==> src/design/mbgi_pkg.sv <==
`timescale 1ns / 1ps
package mbgi_pkg;

	localparam int MAX_COLS_DEF    = 256;
	localparam int MAX_ROWS_DEF    = 256;
	localparam int SAMPLE_BITS_DEF = 32;
	localparam int FRAC_BITS_DEF   = 16;

	localparam int POS_W   = 32;
	localparam int INV_W   = 32;
	localparam int CNT_W   = 9;
	localparam int IDX_W   = 8;
	localparam int VALUE_W = 32;
	localparam int CFG_IDX_W  = 3;
	localparam int CFG_DATA_W = 32;

	// result queue depth, covers every query in flight
	localparam int RQ_DEPTH = 16;

	typedef enum logic [CFG_IDX_W-1:0] {
		CFG_ORIGIN_X   = 3'd0,
		CFG_ORIGIN_Y   = 3'd1,
		CFG_INV_CELL_X = 3'd2,
		CFG_INV_CELL_Y = 3'd3,
		CFG_COLS       = 3'd4,
		CFG_ROWS       = 3'd5
	} cfg_reg_t;

	typedef enum logic {
		OP_WRITE = 1'b0,
		OP_QUERY = 1'b1
	} opcode_t;

	typedef struct packed {
		logic               available;
		logic [VALUE_W-1:0] value;
	} result_t;

endpackage

==> src/design/mbgi_locate.sv <==
`timescale 1ns / 1ps
module mbgi_locate #(
	parameter int MAX_N     = mbgi_pkg::MAX_COLS_DEF,
	parameter int FRAC_BITS = mbgi_pkg::FRAC_BITS_DEF
) (
	input  logic                               clk,
	input  logic signed [mbgi_pkg::POS_W-1:0] pos,
	input  logic signed [mbgi_pkg::POS_W-1:0] origin,
	input  logic        [mbgi_pkg::INV_W-1:0] inv,
	input  logic        [mbgi_pkg::CNT_W-1:0] count,
	output logic        [$clog2(MAX_N)-1:0]    cell_s3,
	output logic        [FRAC_BITS:0]          frac_s3
);
	localparam int CW = $clog2(MAX_N);
	localparam int NW = ($clog2(MAX_N + 1) > mbgi_pkg::CNT_W) ?
		$clog2(MAX_N + 1) : mbgi_pkg::CNT_W;
	localparam int GW = mbgi_pkg::POS_W + mbgi_pkg::INV_W;
	localparam logic [GW-1:0] ONE_Q = GW'(1) << FRAC_BITS;

	logic signed [mbgi_pkg::POS_W:0] d;
	logic [mbgi_pkg::POS_W-1:0] dmag_s1;
	logic le0_s1, le0_s2;
	logic [GW-1:0] g_s2;
	logic [NW-1:0] n_ext, n_clamp, last;
	logic [GW-1:0] gi, r;

	assign d = {pos[mbgi_pkg::POS_W-1], pos} - {origin[mbgi_pkg::POS_W-1], origin};

	always_ff @(posedge clk) begin
		dmag_s1 <= d[mbgi_pkg::POS_W-1:0];
		le0_s1  <= d[mbgi_pkg::POS_W] || (d == '0);
		g_s2    <= GW'(dmag_s1) * GW'(inv);
		le0_s2  <= le0_s1;
	end

	// point count clamped to [2, MAX_N]
	always_comb begin
		n_ext = NW'(count);
		if (n_ext < NW'(2))
			n_clamp = NW'(2);
		else if (n_ext > NW'(MAX_N))
			n_clamp = NW'(MAX_N);
		else
			n_clamp = n_ext;
		last = n_clamp - NW'(2);
		gi   = g_s2 >> FRAC_BITS;
		r    = g_s2 - (GW'(last) << FRAC_BITS);
	end

	always_ff @(posedge clk) begin
		if (le0_s2) begin
			cell_s3 <= '0;
			frac_s3 <= '0;
		end else if (gi >= GW'(last)) begin
			cell_s3 <= last[CW-1:0];
			frac_s3 <= (r > ONE_Q) ? ONE_Q[FRAC_BITS:0] : r[FRAC_BITS:0];
		end else begin
			cell_s3 <= gi[CW-1:0];
			frac_s3 <= {1'b0, g_s2[FRAC_BITS-1:0]};
		end
	end

endmodule

==> config.mk <==
export PLATFORM = sky130hd
export DESIGN_NAME = mbgi_locate
export DESIGN_NICKNAME = d
export VERILOG_FILES = /design/src/design/mbgi_pkg.sv /design/src/design/mbgi_locate.sv
export SDC_FILE = /design/constraint.sdc
export NUM_CORES = 2
export LEC_CHECK = 0
export ABC_AREA = 1
export BUFFER_PORTS_ARGS = -buffer_cell sky130_fd_sc_hd__buf_2
export CAP_MARGIN = 20
export CORE_UTILIZATION = 53
export DETAILED_ROUTE_END_ITERATION = 7
export GPL_TIMING_DRIVEN = 1
export PLACE_DENSITY = 0.7
export SLEW_MARGIN = 15
export SYNTH_ARGS = -nofsm -noshare
export SYNTH_HDL_FRONTEND = slang
export SYNTH_SLANG_ARGS = --single-unit
==> constraint.sdc <==
create_clock -name clk -period 18.7 [get_ports clk]
set_clock_uncertainty 0.15 [all_clocks]
set_input_delay 0.935 -clock clk [delete_from_list [all_inputs] [get_ports clk]]
set_output_delay 0.935 -clock clk [all_outputs]
set_load 0.01 [all_outputs]
==> impl_metrics.env <==
export IMPL_status="completed"
export IMPL_num_io_pins=131
export IMPL_met3_usage_pct=4.63
export IMPL_tightest_slew_ns=1.04
export IMPL_yosys_area_share_adder_pct=53.9
export IMPL_synth_cell_type_count=53
export IMPL_cts_tree="done"
export IMPL_fp_dieArea_um2=77300
export IMPL_synth_edf_count=0
export IMPL_synthMuxAreaShare_pct=0
export IMPL_grt_usage_pct=30.5
export IMPL_synth_seq_area_share_pct=6.10
export IMPL_hold_viol=0
export IMPL_cp_arrival_ns=8.74
export IMPL_numClockSinks=123
export IMPL_wl_mm=113
export IMPL_dr_pass1_iters=5
export IMPL_cts_buffers=17
export IMPL_num_rows=100
export IMPL_drt_initial_drc_count=2643
export IMPL_critPathSlowestCell="buf_2"
export IMPL_clkTransAtPathRegs_ns=0.07
export IMPL_max_cap_violations=0
export IMPL_final_max_slew_violation_count=0
export IMPL_synth_ff_type="dfxtp_1"
export IMPL_start_kind="input port"
export IMPL_initial_core_util_pct=53.9
export IMPL_relSlewSlack_pct=30.8
export IMPL_finalSetupTns_ns=0
export IMPL_clk_latency_ns=0.48
export IMPL_wl_per_cell_um=18.3
export IMPL_grtUsageMet1_pct=38.4
export IMPL_fillers=6900
export IMPL_ant_nets=0
export IMPL_grt_overflow=0
export IMPL_antenna_found_initial=1
export IMPL_crit_path_end_kind="register"
export IMPL_synthCells=5193
export IMPL_core_area_um2=74900
export IMPL_die_w_um=278
export IMPL_rsz0062_at_grt="no"
export IMPL_clk_path_buf_depth=2
export IMPL_syn_area_um2=40400
export IMPL_worstPathRequired_ns=18.90
export IMPL_grtUsageMet2_pct=51.3
export IMPL_synth_top_family_by_area="adder cells"
export IMPL_grt_pass1_wl_mm=182
export IMPL_synthToLayoutAreaGrowth_pct=5.01
export IMPL_diodes=0
export IMPL_cts_hold_buffers=0
export IMPL_synth_simple_area_share_pct=17.2
export IMPL_synth_compound_area_share_pct=4.27
export IMPL_synthArstFlopShare_pct=0
export IMPL_cts_htree_levels=4
export IMPL_post_synth_cell_area_avg_um2=7.78
export IMPL_cpMostUsedCell="fa_1"
export IMPL_vias=32700
export IMPL_multi_input_area_um2=31400
export IMPL_cts_resized=0
export IMPL_crit_fanout=32
export IMPL_dp_final_hpwl_mm=87.0
export IMPL_grt_busiest_layer="met2"
export IMPL_port_buffers=130
export IMPL_synth_nets=6501
export IMPL_clock_fmax_mhz=117
export IMPL_seqCellArea_um2=2460
export IMPL_finalCriticalPeriod_ns=8.54
export IMPL_cpPeakStageDelay_ns=0.65
export IMPL_yosysWarnings=0
export IMPL_nets=6499
export IMPL_routed_via_density=5.31
export IMPL_drcViolationCount=0
export IMPL_fin_crit_sh_pct=45.7
export IMPL_drive_gt1_share_pct=5.02
export IMPL_postCtsSetupBuffers=0
export IMPL_grt_pass1_vias=34000
export IMPL_critPathKind="in2reg"
export IMPL_synth_xor_area_share_pct=2.40
export IMPL_cts_root_buf="clkbuf_16"
export IMPL_setup_viol=0
export IMPL_dieHeight_um=278
export IMPL_synth_seq_cells=123
export IMPL_gp_congestion=0.954
export IMPL_hp_class="reg2reg"
export IMPL_grt_max_degree=34
worst max-delay path: cells and delay by family:
family                     cells  cell delay, ns
AOI/OAI and AO/OA              4            1.32
xor gates and xnor gates       1            0.13
adders and majority gates      9            4.49
buffers and inverters          4            0.80
and+or+nand+nor                8            1.01
cells by family after synthesis:
family / Yosys count
AND/OR/NAND/NOR: 1723
other: 1
adder cells (fa/ha/maj): 1202
XOR/XNOR: 110
buffers and inverters: 1731
AO/OA/AOI/OAI: 303
flip-flops: 123
layout by cell type, fill, tap and decap left out, drive strengths merged, types with 2 or more instances in the layout:
cell type / synthesis / routed
xnor2: 47 / 47
nand2: 1322 / 1322
nand4: 28 / 28
or4: 2 / 2
a21oi: 159 / 159
or2: 4 / 4
nor4: 23 / 23
o21bai: 8 / 8
o21ai: 74 / 74
a211oi: 3 / 3
xor2: 63 / 63
ha: 304 / 304
o21a: 15 / 15
nor3: 20 / 20
a21boi: 9 / 9
clkinv: 1 / 6
nor2: 230 / 230
a21o: 5 / 5
nand3b: 9 / 9
inv: 1530 / 1535
clkinvlp: 0 / 3
o211ai: 5 / 5
nand3: 82 / 82
dfxtp: 123 / 123
buf: 5 / 179
a31oi: 18 / 18
clkbuf: 195 / 17
fa: 898 / 898
path summary, 6_finish.rpt:
| kind | startpoint | slack [ns] | endpoint | cells after the start |
|---|---|---|---|---|
| max | inv[9] | 10.16 | g_s2[62] | 26 |
| min | g_s2[3] | 0.28 | frac_s3[3] | 2 |
| max reg2reg | dmag_s1[8] | 10.20 | g_s2[62] | 28 |
| min reg2reg | g_s2[3] | 0.28 | frac_s3[3] | 2 |
cells in the mapped netlist (2+ instances only):
| cell | instances | area (um^2) |
|---|---|---|
| a211oi_1 | 2 | 15.0 |
| a21boi_0 | 3 | 22.5 |
| a21boi_1 | 6 | 45.0 |
| a21o_1 | 5 | 37.5 |
| a21oi_1 | 149 | 746 |
| a21oi_2 | 10 | 87.6 |
| a31oi_1 | 18 | 113 |
| buf_2 | 2 | 10.0 |
| buf_6 | 2 | 22.5 |
| clkbuf_1 | 195 | 732 |
| dfxtp_1 | 123 | 2460 |
| fa_1 | 898 | 18000 |
| ha_1 | 304 | 3800 |
| inv_1 | 1527 | 5730 |
| inv_2 | 3 | 11.3 |
| nand2_1 | 1306 | 4900 |
| nand2_2 | 11 | 68.8 |
| nand2_4 | 5 | 56.3 |
| nand3_1 | 74 | 370 |
| nand3_2 | 7 | 70.1 |
| nand3b_1 | 9 | 67.6 |
| nand4_1 | 28 | 175 |
| nor2_1 | 224 | 841 |
| nor2_2 | 3 | 18.8 |
| nor2_4 | 3 | 33.8 |
| nor3_1 | 20 | 100 |
| nor4_1 | 23 | 144 |
| o211ai_1 | 5 | 37.5 |
| o21a_1 | 15 | 113 |
| o21ai_0 | 55 | 275 |
| o21ai_1 | 19 | 95.1 |
| o21bai_1 | 7 | 52.6 |
| or2_2 | 4 | 25.0 |
| or4_1 | 2 | 15.0 |
| xnor2_1 | 47 | 412 |
| xor2_1 | 62 | 543 |
metrics by stage:
step / setup slack, ns / hold WS [ns] / util [%] / std cells / cell area (um^2)
6_report: 10.16 / 0.284 / 56.6 / 6172 / 42400
3_5_place_dp: 9.74 / 0.285 / 55.8 / 6141 / 41800
3_3_place_gp: 9.86 / 0.286 / 55.8 / 6141 / 41800
4_1_cts: 10.23 / 0.282 / 56.6 / 6172 / 42400
2_1_floorplan: 10.91 / 0.160 / - / 5193 / 40400
5_1_grt: 9.73 / 0.303 / 56.6 / 6172 / 42400
state kept, by name, indices dropped and copies added (netlist names):
name	count
cell_s3	8
dmag_s1	32
frac_s3	17
g_s2	64
le0_s1	1
le0_s2	1
metal layers:
metal	vias to the layer above	part of all wire, %	routed length [um]
li1	14800	-	-
met1	16200	38	43400
met2	1509	48	54400
met3	283	8.2	9310
met4	2	5.4	6090
met5	-	0.013	15
layout make-up:
cell class / instances / area share [%]
inverters: 1531 / 13.6
repair buffers: 179 / 2.40
clock buffers: 17 / 1.00
well taps: 969 / 2.86
flip-flops and latches: 123 / 5.81
clock inverters: 14 / 0.325
multi-input cells: 3339 / 74.1
Power is left out: the tool's default activity adds up to more than one toggle a clock period on the data nets, which glitch-free logic cannot reach.
