--- config.mk ---
export PLATFORM = sky130hd
export DESIGN_NAME = mbgi_blend
export DESIGN_NICKNAME = d
export VERILOG_FILES = /design/src/design/mbgi_pkg.sv /design/src/design/mbgi_blend.sv
export SDC_FILE = /design/constraint.sdc
export NUM_CORES = 2
export LEC_CHECK = 0
export ABC_AREA = 1
export BUFFER_PORTS_ARGS = -buffer_cell sky130_fd_sc_hd__buf_4
export CORE_MARGIN = 2
export CORE_UTILIZATION = 30
export DETAILED_ROUTE_END_ITERATION = 10
export GPL_TIMING_DRIVEN = 0
export SETUP_SLACK_MARGIN = 0.15
export SYNTH_ARGS = -nofsm -noshare
export SYNTH_HDL_FRONTEND = slang
export SYNTH_SLANG_ARGS = --single-unit
--- constraint.sdc ---
create_clock -name clk -period 10.5 [get_ports clk]
set_input_delay 1.575 -clock clk [delete_from_list [all_inputs] [get_ports clk]]
set_output_delay 1.575 -clock clk [all_outputs]
set_load 0.1 [all_outputs]
--- src/design/mbgi_pkg.sv ---
`timescale 1ns / 1ps
package mbgi_pkg;

	localparam int MAX_COLS_DEF    = 256;
	localparam int MAX_ROWS_DEF    = 256;
	localparam int SAMPLE_BITS_DEF = 32;
	localparam int FRAC_BITS_DEF   = 16;

	localparam int POS_W   = 32;
	localparam int INV_W   = 32;
	localparam int CNT_W   = 9;
	localparam int IDX_W   = 8;
	localparam int VALUE_W = 32;
	localparam int CFG_IDX_W  = 3;
	localparam int CFG_DATA_W = 32;

	// result queue depth, covers every query in flight
	localparam int RQ_DEPTH = 16;

	typedef enum logic [CFG_IDX_W-1:0] {
		CFG_ORIGIN_X   = 3'd0,
		CFG_ORIGIN_Y   = 3'd1,
		CFG_INV_CELL_X = 3'd2,
		CFG_INV_CELL_Y = 3'd3,
		CFG_COLS       = 3'd4,
		CFG_ROWS       = 3'd5
	} cfg_reg_t;

	typedef enum logic {
		OP_WRITE = 1'b0,
		OP_QUERY = 1'b1
	} opcode_t;

	typedef struct packed {
		logic               available;
		logic [VALUE_W-1:0] value;
	} result_t;

endpackage

--- src/design/mbgi_blend.sv ---
`timescale 1ns / 1ps
module mbgi_blend #(
	parameter int SAMPLE_BITS = mbgi_pkg::SAMPLE_BITS_DEF,
	parameter int FRAC_BITS   = mbgi_pkg::FRAC_BITS_DEF
) (
	input  logic                          clk,
	input  logic                          arst_n,
	input  logic                          valid_s4,
	input  logic                          missing_s4,
	input  logic signed [SAMPLE_BITS-1:0] s00,
	input  logic signed [SAMPLE_BITS-1:0] s10,
	input  logic signed [SAMPLE_BITS-1:0] s01,
	input  logic signed [SAMPLE_BITS-1:0] s11,
	input  logic        [FRAC_BITS:0]     fx_s4,
	input  logic        [FRAC_BITS:0]     fy_s4,
	output logic                          valid_s8,
	output mbgi_pkg::result_t             result_s8
);
	localparam int S   = SAMPLE_BITS;
	localparam int PW1 = S + 1 + FRAC_BITS + 2;
	localparam int PW2 = S + 2 + FRAC_BITS + 2;
	localparam logic [PW1-1:0] HALF1 = PW1'(1) << (FRAC_BITS - 1);
	localparam logic [PW2-1:0] HALF2 = PW2'(1) << (FRAC_BITS - 1);

	logic v_s5, v_s6, v_s7;
	logic miss_s5, miss_s6, miss_s7;
	logic signed [PW1-1:0] pt_s5, pb_s5;
	logic signed [S:0] b00_s5, b01_s5, top_s6, bot_s6, top_s7;
	logic [FRAC_BITS:0] fy_s5, fy_s6;
	logic signed [PW2-1:0] p2_s7;

	logic signed [S:0] dt, db, rt, rb;
	logic signed [S+1:0] d2, r2, v;
	logic signed [PW1-1:0] st, sb;
	logic signed [PW2-1:0] s2;
	logic signed [63:0] vx;
	logic [mbgi_pkg::VALUE_W-1:0] vsat;

	always_comb begin
		dt = (S+1)'(s10) - (S+1)'(s00);
		db = (S+1)'(s11) - (S+1)'(s01);
	end

	// x products along the lower and upper rows
	always_ff @(posedge clk) begin
		pt_s5  <= PW1'(dt) * PW1'($signed({1'b0, fx_s4}));
		pb_s5  <= PW1'(db) * PW1'($signed({1'b0, fx_s4}));
		b00_s5 <= (S+1)'(s00);
		b01_s5 <= (S+1)'(s01);
		fy_s5  <= fy_s4;
		miss_s5 <= missing_s4;
	end

	// round half up: floor((p + half) / one)
	always_comb begin
		st = pt_s5 + $signed(HALF1);
		sb = pb_s5 + $signed(HALF1);
		rt = st[FRAC_BITS +: S+1];
		rb = sb[FRAC_BITS +: S+1];
	end

	always_ff @(posedge clk) begin
		top_s6  <= b00_s5 + rt;
		bot_s6  <= b01_s5 + rb;
		fy_s6   <= fy_s5;
		miss_s6 <= miss_s5;
	end

	assign d2 = (S+2)'(bot_s6) - (S+2)'(top_s6);

	always_ff @(posedge clk) begin
		p2_s7   <= PW2'(d2) * PW2'($signed({1'b0, fy_s6}));
		top_s7  <= top_s6;
		miss_s7 <= miss_s6;
	end

	always_comb begin
		s2 = p2_s7 + $signed(HALF2);
		r2 = s2[FRAC_BITS +: S+2];
		v  = (S+2)'(top_s7) + r2;
		vx = 64'(v);
		if (vx > 64'sh7FFF_FFFF)
			vsat = 32'h7FFF_FFFF;
		else if (vx < -64'sh8000_0000)
			vsat = 32'h8000_0000;
		else
			vsat = vx[mbgi_pkg::VALUE_W-1:0];
	end

	always_ff @(posedge clk) begin
		result_s8.available <= !miss_s7;
		result_s8.value     <= miss_s7 ? '0 : vsat;
	end

	always_ff @(posedge clk or negedge arst_n) begin
		if (!arst_n) begin
			v_s5 <= 1'b0;
			v_s6 <= 1'b0;
			v_s7 <= 1'b0;
			valid_s8 <= 1'b0;
		end else begin
			v_s5 <= valid_s4;
			v_s6 <= v_s5;
			v_s7 <= v_s6;
			valid_s8 <= v_s7;
		end
	end

endmodule

==> run summary <==
The run finished, with violations left. The final reports fail on max-capacitance violations, max-slew violations. The basic-gate share of the synthesized area counting and, or, nand and nor cells is 20.8%. The total setup buffers inserted after CTS is 0. For the worst setup path, the data arrival time is around 10 ns. The post-synthesis instance total came out at between 10,000 and 15,000.

The level count of the clock H-tree came out at 2. The growth of design area from synthesis to finish came out at 9.21%. The iteration-0 DRC count of the detailed router came out at 6,059.

The clock sink total came out at between 300 and 400. By startpoint and endpoint, the worst setup path is classified as input port to register. The via count of the first global-routing pass is 71,000. The placed instances occupy a cell area of between 80,000 and 90,000 sq um. Of all nets on the critical path, the largest fanout is 10. The quantity of hold-fixing buffers added after cts came out at 0.

The worst slew margin relative to its limit is -11.2%. The number of antenna violations at the first check in global routing came out at 28. The post-route minimum period is 9.73 ns. The adder-cell share of the synthesized area came out at between 40 and 50%.

The area of the core came out at between 200,000 and 300,000 sq um. The synthesized netlist devotes around 3.8% of its cell area to XOR and XNOR gates. The width of the die came out at 523 um. Entering global routing, the biggest net connects 16 pins. The proportion of layout cells with a drive suffix above 1 is approximately 5%.

By count the netlist is led by 2,663 x inv_1, 1,675 x nand2_1, 1,571 x fa_1, 1,450 x nor2_1, 538 x ha_1. The count of input and output buffers came out at approximately 190. The synthesized design spends more area on one cell type than any other, namely fa_1.

The portion of the clock cycle consumed by the worst path in the final layout came out at slightly above 90%. The average vias per placed instance came out at 4.84. The sort of element at the start of the critical path is an input port.

OpenSTA, run right after detailed placement, puts the worst setup slack at 0.273 ns. Counting the fill cells in the layout gives just under 30,000. In the final layout, flip-flops and latches occupy 6830 sq um.

The async set-or-reset flop fraction in the synthesized netlist is under 10%. The final number of max-transition violations came out at 42. The number of buffers created by CTS is 39. The final setup skew came out at 0.0443 ns. Across the run, the number of max-cap violations was 5.

At the worst endpoint, the required time is 10.96 ns. The average cell area after synthesis came out at 7.64 sq um. The final cell utilization of the core is 33.0%.

The clock-pin transition on the worst setup and hold timing paths came out at 0.06 ns. The first global-routing pass estimated 452 mm of wire. The aggregate global routing overflow is 0. Clock tree synthesis selected as its root buffer the cell clkbuf_16. The count of flip-flops with a built-in enable after synthesis is 0. The final layout contains routed wiring with a total length of ~310 mm.

The length in cells of the worst reg-to-reg path is 28. Setup violations remaining at the end of the flow were counted as 0. The post-route worst setup slack is 0.771 ns.

For this run, design rule violations remaining after detail routing come to 0. The top cell type by area accounts for about two fifths of the synthesized area. The reg-to-reg setup timing slack is between 1.5 and 2 ns. The critical path starts at s01[0].

Yosys printed 0 warnings. The post-synthesis sequential element count is 340. The maximum clock frequency is around 100 MHz. The starting utilization of the core area is a little under a third. The total iterations of the first detailed-routing run is 6. When the netlist entered floorplanning its net count stood at between 10,000 and 15,000. The via count came out at 69,800. At the later pin of the worst-skew pair, clock insertion delay measures 0.65 ns. The slowest stage of the critical path belongs to the cell fa_1.

In this design, the critical path's most frequently occurring cell is nand2_1. The layout net count is 13,100. The compound-cell area share of the yosys netlist came out at under 10%.

The min-delay analysis places its worst path in the category register to register. The cell row count is 190. Ranked by total cell area, the synthesized netlist is headed by fa_1 39%, inv_1 12%, ha_1 8.3%.

The total area of multi-input combinational cells came out at 62,800 sq um. From bottom edge to top edge, the die measures around 520 um. The dominant combinational cell family by area after synthesis is adder cells. The launch point of the worst reg-to-reg path is top_s6[0]. The clock passes through at most 3 buffers. The placed wire-length estimate after detailed placement is ~260 mm. Setup repair after global routing left no endpoint under its margin.

The endpoint identified for the worst register-to-register timing path is p2_s7[38]. Global routing used 22.3% of the available tracks. Measured against the total synthesized area, the mux share comes to 0%. The final-report hold violation count is 0. The critical path ends at pb_s5[48]. The die covers about 270,000 sq um. The count of antenna-violating nets left after detailed routing came out at 0. The final instance area is between 80,000 and 90,000 sq um. The top flip-flop cell by instance count after synthesis is dfxtp_1. The post-route setup TNS is 0 ns. The post-synthesis instance area came out at 80,900 sq um. The number of gates resized after CTS was 0.

At the pin with the least slew margin, the transition time is around 1.7 ns. The most common cell in the netlist is inv_1. The clock tree from TritonCTS is built. After synthesis, flip-flops and latches occupy under 10% of the total area. After detailed routing, the average wire length per cell comes to ~21 um.

The stage delay of the slowest cell on the critical path came out at about 0.77 ns. In this run the most critical hold path is launched from fy_s5[4]. The number of unique standard cell types used by synthesis came out at 67.

The boundary pin count is 200. The nature of the critical path endpoint is a register. The final RePlAce weighted congestion came out at approximately 0.99.
==> worst max-delay path: cells and delay by family <==
family                     cells  cell delay (ns)
buffers and inverters          8             1.24
AOI/OAI and AO/OA              5             1.31
adders and majority gates      8             3.88
and+or+nand+nor               15             1.99
xor gates and xnor gates       1             0.18
==> cell families after synthesis <==
| logic type | after synthesis |
|---|---|
| AOI/OAI and AO/OA | 816 |
| xor gates and xnor gates | 345 |
| adders and majority gates | 2109 |
| buffers and inverters | 2954 |
| DFF | 340 |
| and+or+nand+nor | 4013 |
==> registers in the layout, indices dropped and copies added, names as in the netlist <==
| name | count |
|---|---|
| top_s6 | 33 |
| fy_s5 | 17 |
| v_s5 | 1 |
| valid_s8 | 1 |
| bot_s6 | 33 |
| v_s6 | 1 |
| pt_s5 | 34 |
| fy_s6 | 17 |
| v_s7 | 1 |
| miss_s5 | 1 |
| miss_s6 | 1 |
| top_s7 | 33 |
| pb_s5 | 34 |
| b00_s5 | 32 |
| p2_s7 | 35 |
| result_s8 | 33 |
| b01_s5 | 32 |
| miss_s7 | 1 |
==> cell type report <==
type	instances	share of cell area [%]
inverters	2696	11.5
plain buffers	258	1.30
flip-flops and latches	340	7.73
diodes	8	0.0227
repair buffers	195	1.67
multi-input cells	7283	71.1
clock buffers	45	1.19
well taps	3552	5.03
clock inverters	27	0.468
==> metal layers <==
layer | share of wire (%) | wire length [um] | GRT usage (%)
met5 | 0.049 | 149 | 0
met4 | 7.5 | 22800 | 14.0
met3 | 7.9 | 24300 | 3.84
met2 | 45 | 138000 | 35.9
met1 | 39 | 121000 | 27.8
==> metrics by stage <==
stage / hold WS (ns) / std cells
after detailed placement: 0.313 / 14300
after CTS: 0.319 / 14400
final: 0.325 / 14400
after floorplan: 0.310 / 10600
after global routing: 0.329 / 14400
after global placement: 0.311 / 14300
==> worst min path at each step <==
stage / endpoint / slack (ns) / depth (start not counted)
2_1_floorplan: fy_s6[0] / 0.31 / 0
3_3_place_gp: fy_s6[4] / 0.31 / 0
3_5_place_dp: fy_s6[11] / 0.31 / 0
4_1_cts: top_s7[4] / 0.32 / 0
5_1_grt: fy_s6[9] / 0.33 / 0
6_report: fy_s6[4] / 0.33 / 0
==> cells in the final DEF, fill, tap and decap left out, drive strengths merged, types with 62 or more instances in the layout <==
cell type     n
a21oi       377
nand3       529
buf         264
inv        2687
nand2      1726
dfxtp       336
a21o         62
fa         1571
nor3         87
ha          538
xor2        253
xnor2        92
clkbuf      234
nor2       1466
o21ai       211
Power is not shown: default switching activity piles up to over one toggle a cycle in this logic, so the estimate is an artifact.
