[config.mk]
export PLATFORM = sky130hd
export DESIGN_NAME = mbgi_rqueue
export DESIGN_NICKNAME = d
export VERILOG_FILES = /design/src/design/mbgi_pkg.sv /design/src/design/mbgi_rqueue.sv
export SDC_FILE = /design/constraint.sdc
export NUM_CORES = 1
export LEC_CHECK = 0
export ABC_CLOCK_PERIOD_IN_PS = 3250
export BUFFER_PORTS_ARGS = -buffer_cell sky130_fd_sc_hd__buf_2
export CORE_MARGIN = 1
export CORE_UTILIZATION = 30
export CTS_CLUSTER_SIZE = 40
export DETAILED_ROUTE_END_ITERATION = 10
export PLACE_DENSITY = 0.43
export SLEW_MARGIN = 5
export SYNTH_ARGS = -nofsm -noshare
export SYNTH_HDL_FRONTEND = slang
export SYNTH_SLANG_ARGS = --single-unit
[constraint.sdc]
create_clock -name clk -period 3.25 [get_ports clk]
set_clock_uncertainty 0.05 [all_clocks]
set_input_delay 0.65 -clock clk [delete_from_list [all_inputs] [get_ports clk]]
set_output_delay 0.65 -clock clk [all_outputs]
set_load 0.1 [all_outputs]
[src/design/mbgi_pkg.sv]
`timescale 1ns / 1ps
package mbgi_pkg;

	localparam int MAX_COLS_DEF    = 256;
	localparam int MAX_ROWS_DEF    = 256;
	localparam int SAMPLE_BITS_DEF = 32;
	localparam int FRAC_BITS_DEF   = 16;

	localparam int POS_W   = 32;
	localparam int INV_W   = 32;
	localparam int CNT_W   = 9;
	localparam int IDX_W   = 8;
	localparam int VALUE_W = 32;
	localparam int CFG_IDX_W  = 3;
	localparam int CFG_DATA_W = 32;

	// result queue depth, covers every query in flight
	localparam int RQ_DEPTH = 16;

	typedef enum logic [CFG_IDX_W-1:0] {
		CFG_ORIGIN_X   = 3'd0,
		CFG_ORIGIN_Y   = 3'd1,
		CFG_INV_CELL_X = 3'd2,
		CFG_INV_CELL_Y = 3'd3,
		CFG_COLS       = 3'd4,
		CFG_ROWS       = 3'd5
	} cfg_reg_t;

	typedef enum logic {
		OP_WRITE = 1'b0,
		OP_QUERY = 1'b1
	} opcode_t;

	typedef struct packed {
		logic               available;
		logic [VALUE_W-1:0] value;
	} result_t;

endpackage

[src/design/mbgi_rqueue.sv]
`timescale 1ns / 1ps
module mbgi_rqueue (
	input  logic              clk,
	input  logic              arst_n,
	input  logic              push,
	input  mbgi_pkg::result_t push_data,
	input  logic              pop,
	output logic              not_empty,
	output mbgi_pkg::result_t head
);
	localparam int PW = $clog2(mbgi_pkg::RQ_DEPTH);

	mbgi_pkg::result_t slot_q [mbgi_pkg::RQ_DEPTH];
	logic [PW-1:0] wptr_q, rptr_q;
	logic [PW:0]   count_q;

	assign not_empty = (count_q != '0);
	assign head      = slot_q[rptr_q];

	always_ff @(posedge clk) begin
		if (push)
			slot_q[wptr_q] <= push_data;
	end

	always_ff @(posedge clk or negedge arst_n) begin
		if (!arst_n) begin
			wptr_q  <= '0;
			rptr_q  <= '0;
			count_q <= '0;
		end else begin
			if (push)
				wptr_q <= wptr_q + PW'(1);
			if (pop)
				rptr_q <= rptr_q + PW'(1);
			count_q <= count_q + (PW+1)'(push) - (PW+1)'(pop);
		end
	end

endmodule

==> results of run 1 <==
## cells in the final DEF (no fill, tap or decap), types with 4 or more instances in the layout
| cell type | Yosys | final |
|---|---|---|
| edfxtp_1 | 528 | 528 |
| mux4_2 | 132 | 132 |
| clkbuf_16 | 0 | 62 |
| a22oi_2 | 0 | 44 |
| buf_2 | 15 | 37 |
| buf_4 | 0 | 37 |
| buf_12 | 0 | 29 |
| nand2_1 | 40 | 24 |
| a22oi_1 | 66 | 22 |
| clkinv_1 | 0 | 17 |
| buf_6 | 7 | 16 |
| nand2_2 | 0 | 15 |
| nor2_4 | 0 | 13 |
| clkbuf_1 | 25 | 13 |
| buf_8 | 0 | 12 |
| ha_1 | 11 | 11 |
| dfrtp_1 | 13 | 11 |
| buf_16 | 0 | 10 |
| inv_1 | 8 | 8 |
| xor2_1 | 5 | 5 |
| xnor2_1 | 5 | 5 |
| clkinv_2 | 0 | 5 |
| nor3_4 | 0 | 4 |
| bufinv_16 | 0 | 4 |
## layer usage
| metal | vias up | part of all wire (%) | routed length (um) | global-route usage (%) |
|---|---|---|---|---|
| met5 | - | 0.11 | 57 | 0 |
| met4 | 10 | 1.8 | 930 | 4.030 |
| met3 | 79 | 3.7 | 1864 | 2.610 |
| met2 | 144 | 49 | 25120 | 24.33 |
| met1 | 5172 | 45 | 22930 | 19.82 |
| li1 | 4099 | - | - | - |
## flip-flops by register name (all words and copies together), names as in the netlist
| register | cells |
|---|---|
| count_q | 5 |
| wptr_q | 4 |
| rptr_q | 4 |
| slot_q | 528 |
## cell type report
cell class                 count  area share (%)
clock buffer                  69           5.729
clock inverter                30           1.038
inverter                       8          0.1186
multi-input combinational    292           17.58
sequential                   541           63.95
tap                          873           4.315
timing repair buffer         148           7.266
## final timing paths
kind / cells after the start / end / startpoint
min in group asynchronous: 2 / count_q[4]$_DFF_PN0_ / arst_n
max reg2reg: 3 / slot_q[9][20]$_DFFE_PP_ / wptr_q[3]$_DFFE_PN0P_
max in group asynchronous: 2 / rptr_q[0]$_DFFE_PN0P_ / arst_n
min reg2reg: 1 / wptr_q[0]$_DFFE_PN0P_ / wptr_q[0]$_DFFE_PN0P_
min: 2 / rptr_q[0]$_DFFE_PN0P_ / pop
max: 7 / head[18] / rptr_q[0]$_DFFE_PN0P_
## cells by family (layout without fill, tap and decap cells)
kind of cell	Yosys count	after routing	synth area share [%]
AO/OA/AOI/OAI	71	71	2.565
multiplexers	133	133	14.56
buffers and inverters	56	255	1.374
flip-flops	541	541	78.97
adder cells (fa/ha/maj)	12	12	0.7695
XOR/XNOR	10	10	0.4275
AND/OR/NAND/NOR	66	66	1.325
## power groups by stage
stage	clock network [mW]	logic (mW)	registers [mW]
2_1_floorplan	0	7.24	8.71
3_3_place_gp	0	9.74	8.91
3_5_place_dp	0	9.74	8.93
4_1_cts	6.29	11.2	8.74
5_1_grt	6.51	12.4	8.78
6_report	6.10	11.9	8.72
## what timing repair did
action / in CTS / in global routing
setup endpoints to repair: 33 / 30
hold endpoints to repair: 13 / 0
gates cloned: 5 / 7
gates resized for setup: 115 / 57
setup buffers: 5 / 8
pin swaps: 8 / 22
hold buffers: 1 / 0
## per-stage QoR
stage                     total power, mW  hold slack (ns)
after floorplan                     15.95           0.3044
after global placement              18.65           0.5041
after detailed placement            18.67           0.5153
after CTS                           26.25           0.2648
after global routing                27.73           0.2911
final                               26.69           0.2981
==> summary.txt, run 1 <==
Route
  – Residual DRC: 0
  – Iter 0 DRT Violations: between 500 and 600
  – Antenna-violating nets left: 0
  – Drt total wl: ~51000 um
  – Routed wire length per instance: roughly 26 um
  – First-pass DRT Iterations: 4
  – Via density: just under 5
  – Via Count: ~9500

Yosys
  – Top post-synthesis cells by area: edfxtp_1 77%, mux4_2 15%, a22oi_1 2.4%, dfrtp_1 1.6%, nand2_1 0.73%
  – Netlist cell types: 26
  – Syn Std Cell Area: between 20000 and 25000 um2
  – Top post-synthesis cells by count: 528 x edfxtp_1, 132 x mux4_2, 66 x a22oi_1, 40 x nand2_1, 25 x clkbuf_1
  – Post-Synthesis Cells: 889
  – Most frequent cell after synthesis: edfxtp_1
  – EDFF count, synth: around 530
  – Synthesized flop and latch total: around 540
  – Sequential area share after synthesis: slightly below 80%
  – Top-area cell type share of the netlist area: between 70 and 80%
  – Syn avg cell area: between 20 and 25 um2
  – Synthesis warning total: 0
  – Area leader, netlist: edfxtp_1
  – Mapped Nets: between 900 and 1000
  – Main synth FF type: edfxtp_1
  – Ys async rst share: 2.403%

Power
  – Sw frac: 38.53%
  – Pwr/cell area: ~1100 nW/um2
  – Switching Power: 10.28 mW
  – Leakage power: around 8 nW
  – Logic pwr share: between 40% and 50%
  – Sequential share of power: about a third
  – Maximum vdd ir drop: 0.001070 V
  – Internal Dissipation: 16.40 mW
  – Clock share of power: 22.9%

Run status
  – Status: complete, but fails checks
  – Violated checks: negative setup slack

Finish
  – Area occupied by multi-input gates: about 4500 um2
  – Synth-to-layout area growth: 23.55%
  – Share of layout cells above drive strength 1: about 40%
  – Post-layout util: 37.56%
  – Fill count: about 6000
  – Post-route cell area: 25310 um2
  – # nets final: around 1100
  – Final Non-Filler Cells: between 1500 and 2000
  – Diode count: 0
  – Seq. cell area: 16190 um2

Placement
  – Routability congestion estimate: 0.6914
  – Cell area after placement: about 23000 um2
  – Number of cells after detailed placement: between 1500 and 2000
  – Pre-CTS WS: ~0.36 ns
  – DP HPWL: 27650 um
  – Count of buffers from port buffering: 70

Floorplanning
  – Floorplan row count: 95
  – Die height: around 260 um
  – Die Area: just under 70000 um2
  – Core Footprint: between 60000 and 70000 um2
  – Die width: 263.3 um
  – Initial core utilization: between 30% and 40%
  – IO Pins: 71

Global routing
  – Initial antenna violation count: 5
  – First-pass GRT wire length: approximately 73000 um
  – Largest net degree at the start of global routing: 33
  – Vias in the first global route: around 10000
  – Gr ovfl total: 0
  – Tot GR Track Use: about 15%

Critical path
  – Most frequent cell on the critical path: buf_12
  – Crit path max fanout: 6
  – R2r setup slk: ~0.95 ns
  – Kind of cell adding the most delay to the critical path: buffers and inverters
  – Worst Path Buf+Inv: 4
  – Crit. End Element: primary output
  – Crit-path cells: buf_12 -> buf_12 -> buf_16 -> mux4_2 -> a22oi_1 -> nand2_1 -> buf_12
  – Max stage delay on crit path: ~0.50 ns
  – Data required, critical path: roughly 2.6 ns
  – Setup CP Type: reg -> out
  – Crit-path slowest cell: mux4_2
  – Arr. time, crit path: between 2 and 3 ns
  – CP Launch Type: flip-flop

Timing
  – Final hold vios: 0
  – Final number of max-transition violations: 0
  – Setup ws final: -0.003776 ns
  – Post-route minimum period: 3.254 ns
  – Max Clk Rate: about 300 MHz
  – Least-Margin Pin Slew: 0.6456 ns
  – Setup tns final: -0.003776 ns
  – Max-slew headroom: ~57%
  – Fin crit share: 100.1%
  – Final Setup Violations: 1
  – RSZ-0062 raised after global routing: true

CTS
  – Clk Tree Root Cell: clkbuf_16
  – Longest Clk Path Bufs: 3
  – Clk pin slew, worst setup/hold paths: about 0.060 ns
  – H-tree levels: 2
  – CTS tree: yes
  – Clock Sinks: between 500 and 600
  – Clk_lat worst skew: approximately 0.60 ns
  – CTS Buf Count: 56

Flow run
  – Max Cap Viol: 0

Min path
  – Tightest Hold Check Type: in -> reg
No activity file was read; power rests on OpenSTA's default activity.
==> run 2, diff against run 1 <==
Settings changed: CORE_ASPECT_RATIO set to 1.75.
==> run 2 against run 1 <==
Compared with the run above: the flow still finishes with violations (negative setup slack); critical path depth unchanged; register-to-register slack improved by 0.07 ns; count of clock-buffer cells in the layout decreased by 3; hold slack got worse by 0.014 ns; fmax decreased by 0.88%.
==> summary.txt, run 2 (synthesis results as in run 1) <==
Floorplanning
  – Die width: 199.6 um
  – Die Area: roughly 69000 um2
  – Floorplan row count: approximately 130
  – Initial core utilization: 30.36%
  – Die height: roughly 350 um
  – Core Footprint: 67470 um2
  – IO Pins: 71

Critical path
  – Max stage delay on crit path: about 0.5 ns
  – Crit-path slowest cell: dfrtp_4
  – Crit. End Element: primary output
  – CP Launch Type: flip-flop
  – Crit path max fanout: 5
  – Crit-path cells: buf_12 -> buf_16 -> buf_8 -> mux4_2 -> a22oi_1 -> nand2_2 -> buf_12
  – Worst Setup SP: rptr_q[0]$_DFFE_PN0P_
  – Setup CP Type: reg -> out
  – Arr. time, crit path: ~2.6 ns
  – Most frequent cell on the critical path: buf_12
  – Data required, critical path: between 2 and 3 ns
  – FF-to-FF Start: wptr_q[2]$_DFFE_PN0P_

Timing
  – RSZ-0062 raised after global routing: true
  – Max Clk Rate: slightly above 300 MHz
  – Final number of max-transition violations: 0
  – Post-route minimum period: 3.283 ns
  – Final hold vios: 0
  – Setup ws final: -0.03269 ns
  – Fin crit share: 101.0%
  – Max-slew headroom: 60.31%
  – Hold WS: ~0.28 ns
  – Final Setup Violations: 4
  – Least-Margin Pin Slew: around 0.6 ns
  – Setup tns final: -0.06057 ns

Route
  – Drt total wl: 52870 um
  – Via density: ~4.8
  – Iter 0 DRT Violations: ~530
  – Antenna-violating nets left: 0
  – Routed wire length per instance: 26.61 um
  – First-pass DRT Iterations: 9
  – Residual DRC: 0
  – Via Count: between 9000 and 10000

Global routing
  – First-pass GRT wire length: 75560 um
  – Initial antenna violation count: 4
  – Met2 global-route usage: roughly 28%
  – Vias in the first global route: between 10000 and 15000
  – Tot GR Track Use: 15.58%
  – Met1 usage in global routing: 19.10%
  – Met3 Usage GRT: 2.664%
  – Largest net degree at the start of global routing: between 50 and 60
  – Gr ovfl total: 0
  – GRT busiest layer: met2

Power
  – Sequential share of power: 32.4%
  – Internal Dissipation: approximately 16 mW
  – Pwr/cell area: roughly 1100 nW/um2
  – Leakage power: around 8.1 nW
  – Logic pwr share: 45.6%
  – Maximum vdd ir drop: roughly 0.0010 V
  – Clock share of power: between 20% and 30%
  – Switching Power: ~10 mW
  – Overall Power: 26.86 mW
  – Sw frac: 38.76%

Placement
  – Cell area after placement: between 20000 and 25000 um2
  – Routability congestion estimate: approximately 0.69
  – Count of buffers from port buffering: 70
  – DP HPWL: about 28000 um

Finish
  – # nets final: around 1100
  – Commonest non-fill, non-tap cell in the layout: edfxtp_1
  – Post-route cell area: 25320 um2
  – Share of layout cells above drive strength 1: 40.51%
  – Synth-to-layout area growth: 23.57%
  – Diode count: 0
  – Biggest regs: slot_q (528), count_q (5)
  – Reg with most FFs: slot_q
  – Fill count: approximately 6300
  – Post-layout util: 37.52%
  – Largest register FFs: ~530
  – Most frequent cells in the layout: 528 x edfxtp_1, 132 x mux4_2, 57 x clkbuf_16

Run status
  – Status: complete, but fails checks
  – Violated checks: negative setup slack

CTS
  – Clk pin slew, worst setup/hold paths: around 0.06 ns
  – CTS tree: yes
  – Longest Clk Path Bufs: 3
  – CTS Buf Count: 53
  – Clk_lat worst skew: 0.60 ns
  – Clk Tree Root Cell: clkbuf_16
  – Clock Sinks: roughly 540
  – H-tree levels: 2

Min path
  – HP Start: pop
  – Tightest Hold Check Type: in -> reg

Flow run
  – Max Cap Viol: 0
[run 2: worst paths after layout]
kind | to | slack, ns | depth (start not counted)
worst max-delay path | head[22] | -0.03 | 7
worst min-delay path | rptr_q[0]$_DFFE_PN0P_ | 0.28 | 2
worst max register to register | slot_q[5][28]$_DFFE_PP_ | 1.02 | 3
worst min register to register | wptr_q[0]$_DFFE_PN0P_ | 0.52 | 1
max in group asynchronous | rptr_q[1]$_DFFE_PN0P_ | 2.40 | 2
min in group asynchronous | count_q[2]$_DFF_PN0_ | 0.44 | 2
[run 2: timing repair]
item / CTS / global route
buffers inserted: 20 / 2
setup endpoints to repair: 33 / 33
hold buffers: 1 / 0
endpoints found under the hold margin: 13 / 0
resized for setup: 139 / 68
cloned: 7 / 4
pin swaps: 19 / 38
[run 2: per-stage QoR]
| stage | worst slack [ns] | cells |
|---|---|---|
| finish | -0.03269 | 1987 |
| detailed placement | 0.3690 | 1860 |
| CTS | -0.1231 | 1985 |
| global route | -0.1178 | 1987 |
| global placement | 0.3631 | 1860 |
| floorplan | 0.2890 | 889 |
[run 2: area by class of cell]
class                      instances  area [um2]  area share (%)
clock buffer                      66        1395           5.510
clock inverter                    31       245.2          0.9686
inverter                           8       30.03          0.1186
multi-input combinational        292        4451           17.58
sequential                       541       16190           63.94
tap                              896        1121           4.428
timing repair buffer             153        1888           7.457
[run 2: layer usage]
| layer | share of wire (%) | vias up |
|---|---|---|
| met5 | 0.074 | - |
| met4 | 1.9 | 6 |
| met3 | 3.4 | 60 |
| met2 | 54 | 167 |
| met1 | 41 | 5209 |
| li1 | - | 4089 |
[run 2: critical path, delay by kind of cell, from the launching register on]
family                 cells  cell delay [ns]
AO/OA/AOI/OAI              1             0.22
flip-flops                 1             0.50
multiplexers               1             0.50
AND/OR/NAND/NOR            1             0.11
buffers and inverters      4             0.61
[run 2: power by group through the flow]
stage / Clock, mW / Combinational, mW / Sequential, mW
after global routing: 6.35 / 12.9 / 8.75
after CTS: 6.12 / 11.9 / 8.70
after detailed placement: 0 / 9.89 / 8.84
final: 5.92 / 12.2 / 8.70
after floorplan: 0 / 7.24 / 8.71
after global placement: 0 / 9.87 / 8.81
==> run 3, diff against run 2 <==
Settings changed: CTS_BUF_LIST set to sky130_fd_sc_hd__clkbuf_8.
==> run 3 against run 2 <==
Compared with the run above: the flow still finishes with violations (negative setup slack); worst setup slack got worse by 0.092 ns; critical path depth rose by 1; utilization barely moved; critical endpoint unchanged.
==> summary.txt, run 3 (synthesis results as in run 1) <==
Route
  – Drt total wl: 54110 um
  – Iter 0 DRT Violations: 460
  – Routed wire length per instance: 26.49 um
  – First-pass DRT Iterations: 6
  – Residual DRC: 0
  – Via density: 4.794
  – Via Count: 9794
  – Antenna-violating nets left: 0

Finish
  – Largest register FFs: about 530
  – Commonest non-fill, non-tap cell in the layout: edfxtp_1
  – Post-route cell area: 25310 um2
  – Final Non-Filler Cells: between 2000 and 2500
  – # nets final: roughly 1100
  – Reg with most FFs: slot_q
  – Most frequent cells in the layout: 528 x edfxtp_1, 132 x mux4_2, 84 x clkbuf_8
  – Synth-to-layout area growth: 23.53%
  – Biggest regs: slot_q (528), count_q (5)
  – Share of layout cells above drive strength 1: roughly two fifths

Placement
  – Count of buffers from port buffering: 70
  – Cell area after placement: approximately 22000 um2
  – Pre-CTS WS: between 0.3 and 0.4 ns
  – Routability congestion estimate: 0.6932
  – Number of cells after detailed placement: about 1900
  – DP HPWL: 27550 um

CTS
  – Clk pin slew, worst setup/hold paths: approximately 0.060 ns
  – Clock Sinks: about 540
  – Longest Clk Path Bufs: 3
  – Clk Tree Root Cell: clkbuf_8
  – H-tree levels: 3
  – Clk_lat worst skew: approximately 0.67 ns
  – CTS tree: yes
  – CTS Buf Count: 84

Global routing
  – Largest net degree at the start of global routing: 57
  – Gr ovfl total: 0
  – First-pass GRT wire length: between 70000 and 80000 um
  – Tot GR Track Use: between 10% and 20%
  – Vias in the first global route: 10800
  – Initial antenna violation count: 6

Critical path
  – Crit-path cells: buf_12 -> buf_16 -> buf_4 -> buf_8 -> mux4_2 -> a22oi_2 -> nand2_2 -> buf_12
  – Worst r2r dst: slot_q[5][19]$_DFFE_PP_
  – Most frequent cell on the critical path: buf_12
  – Worst Reg-to-Reg Cells: 3
  – FF-to-FF Start: wptr_q[2]$_DFFE_PN0P_
  – Worst Setup EP: head[22]
  – Setup CP Type: reg -> out
  – Crit. End Element: primary output
  – Crit path max fanout: 5
  – CP Launch Type: flip-flop
  – Data required, critical path: about 2.6 ns
  – Crit-path slowest cell: dfrtp_4
  – Max stage delay on crit path: 0.53 ns
  – Worst Setup SP: rptr_q[0]$_DFFE_PN0P_
  – R2r setup slk: 1.00 ns
  – Arr. time, crit path: about 2.7 ns

Timing
  – Max-slew headroom: ~60%
  – Setup tns final: -1.187 ns
  – Final number of max-transition violations: 0
  – Post-route minimum period: 3.374 ns
  – Setup ws final: -0.1244 ns
  – Max Clk Rate: roughly 300 MHz
  – RSZ-0062 raised after global routing: true
  – Final hold vios: 0
  – Least-Margin Pin Slew: 0.5844 ns
  – Fin crit share: 103.8%
  – Final Setup Violations: 27

Floorplanning
  – Die height: about 350 um
  – Floorplan row count: approximately 130
  – Die Area: about 69000 um2
  – Initial core utilization: between 30 and 40%
  – IO Pins: 71
  – Core Footprint: 67470 um2
  – Die width: 199.6 um

Power
  – Pwr/cell area: roughly 1000 nW/um2
  – Overall Power: 26.43 mW
  – Leakage power: approximately 8.3 nW
  – Maximum vdd ir drop: 0.001348 V

Min path
  – WHS Path Cells: 2
  – Tightest Hold Check Type: in -> reg

Flow run
  – Max Cap Viol: 0

Run status
  – Violated checks: negative setup slack
  – Status: complete, but fails checks
[run 3: cell count changes in the layout (fill, tap and decap cells not counted), sizes merged]
| cell | change |
|---|---|
| clkinv | +2 |
| diode | +2 |
| bufinv | -1 |
| buf | +4 |
| clkinvlp | -1 |
| inv | +31 |
| clkbuf | +19 |
[run 3: cell type report]
class	count	area [um2]
Sequential cell	541	16190
Clock buffer	84	1156
Inverter	8	30.03
Antenna cell	2	5.005
Timing Repair Buffer	158	2077
Multi-Input combinational cell	292	4418
Tap cell	896	1121
Fill cell	6310	42170
Clock inverter	62	314.1
[run 3: how the worst min path moves through the flow]
| stage | from | to | slack (ns) |
|---|---|---|---|
| 2_1_floorplan | arst_n | count_q[0]$_DFF_PN0_ | 0.30 |
| 6_report | pop | rptr_q[0]$_DFFE_PN0P_ | 0.23 |
| 4_1_cts | pop | rptr_q[0]$_DFFE_PN0P_ | 0.19 |
| 3_3_place_gp | wptr_q[0]$_DFFE_PN0P_ | wptr_q[0]$_DFFE_PN0P_ | 0.51 |
| 5_1_grt | pop | rptr_q[0]$_DFFE_PN0P_ | 0.21 |
| 3_5_place_dp | wptr_q[0]$_DFFE_PN0P_ | wptr_q[0]$_DFFE_PN0P_ | 0.51 |
[run 3: power by group]
| group | leakage, nW | internal [mW] | switching [mW] |
|---|---|---|---|
| sequential | 4.92 | 8.43 | 0.284 |
| combinational | 2.47 | 5.02 | 7.52 |
| clock | 0.866 | 2.50 | 2.67 |
[run 3: metal layers]
layer / wire length (um) / global-route usage, %
met1: 21240 / 18.81
met2: 29500 / 28.42
met3: 2238 / 3.245
met4: 1099 / 4.861
met5: 39 / 0
[run 3: through the flow]
| stage | hold WS (ns) | util, % |
|---|---|---|
| 2_1_floorplan | 0.3044 | - |
| 3_3_place_gp | 0.5119 | 33.27 |
| 3_5_place_dp | 0.5106 | 33.27 |
| 4_1_cts | 0.1854 | 37.15 |
| 5_1_grt | 0.2050 | 37.51 |
| 6_report | 0.2342 | 37.51 |
[run 3: critical path: cells and delay by family (launching register included)]
family | cells | cell delay [ns]
mux | 1 | 0.43
flops | 1 | 0.53
simple gates | 1 | 0.09
compound gates | 1 | 0.19
buf+inv | 5 | 0.75
[run 3: timing repair]
item,CTS,global route
hold buffers,1,0
cloned,10,5
gates resized for setup,167,37
hold endpoints to repair,13,0
endpoints found under the setup margin,33,33
buffers inserted,18,3
pin swaps,38,18
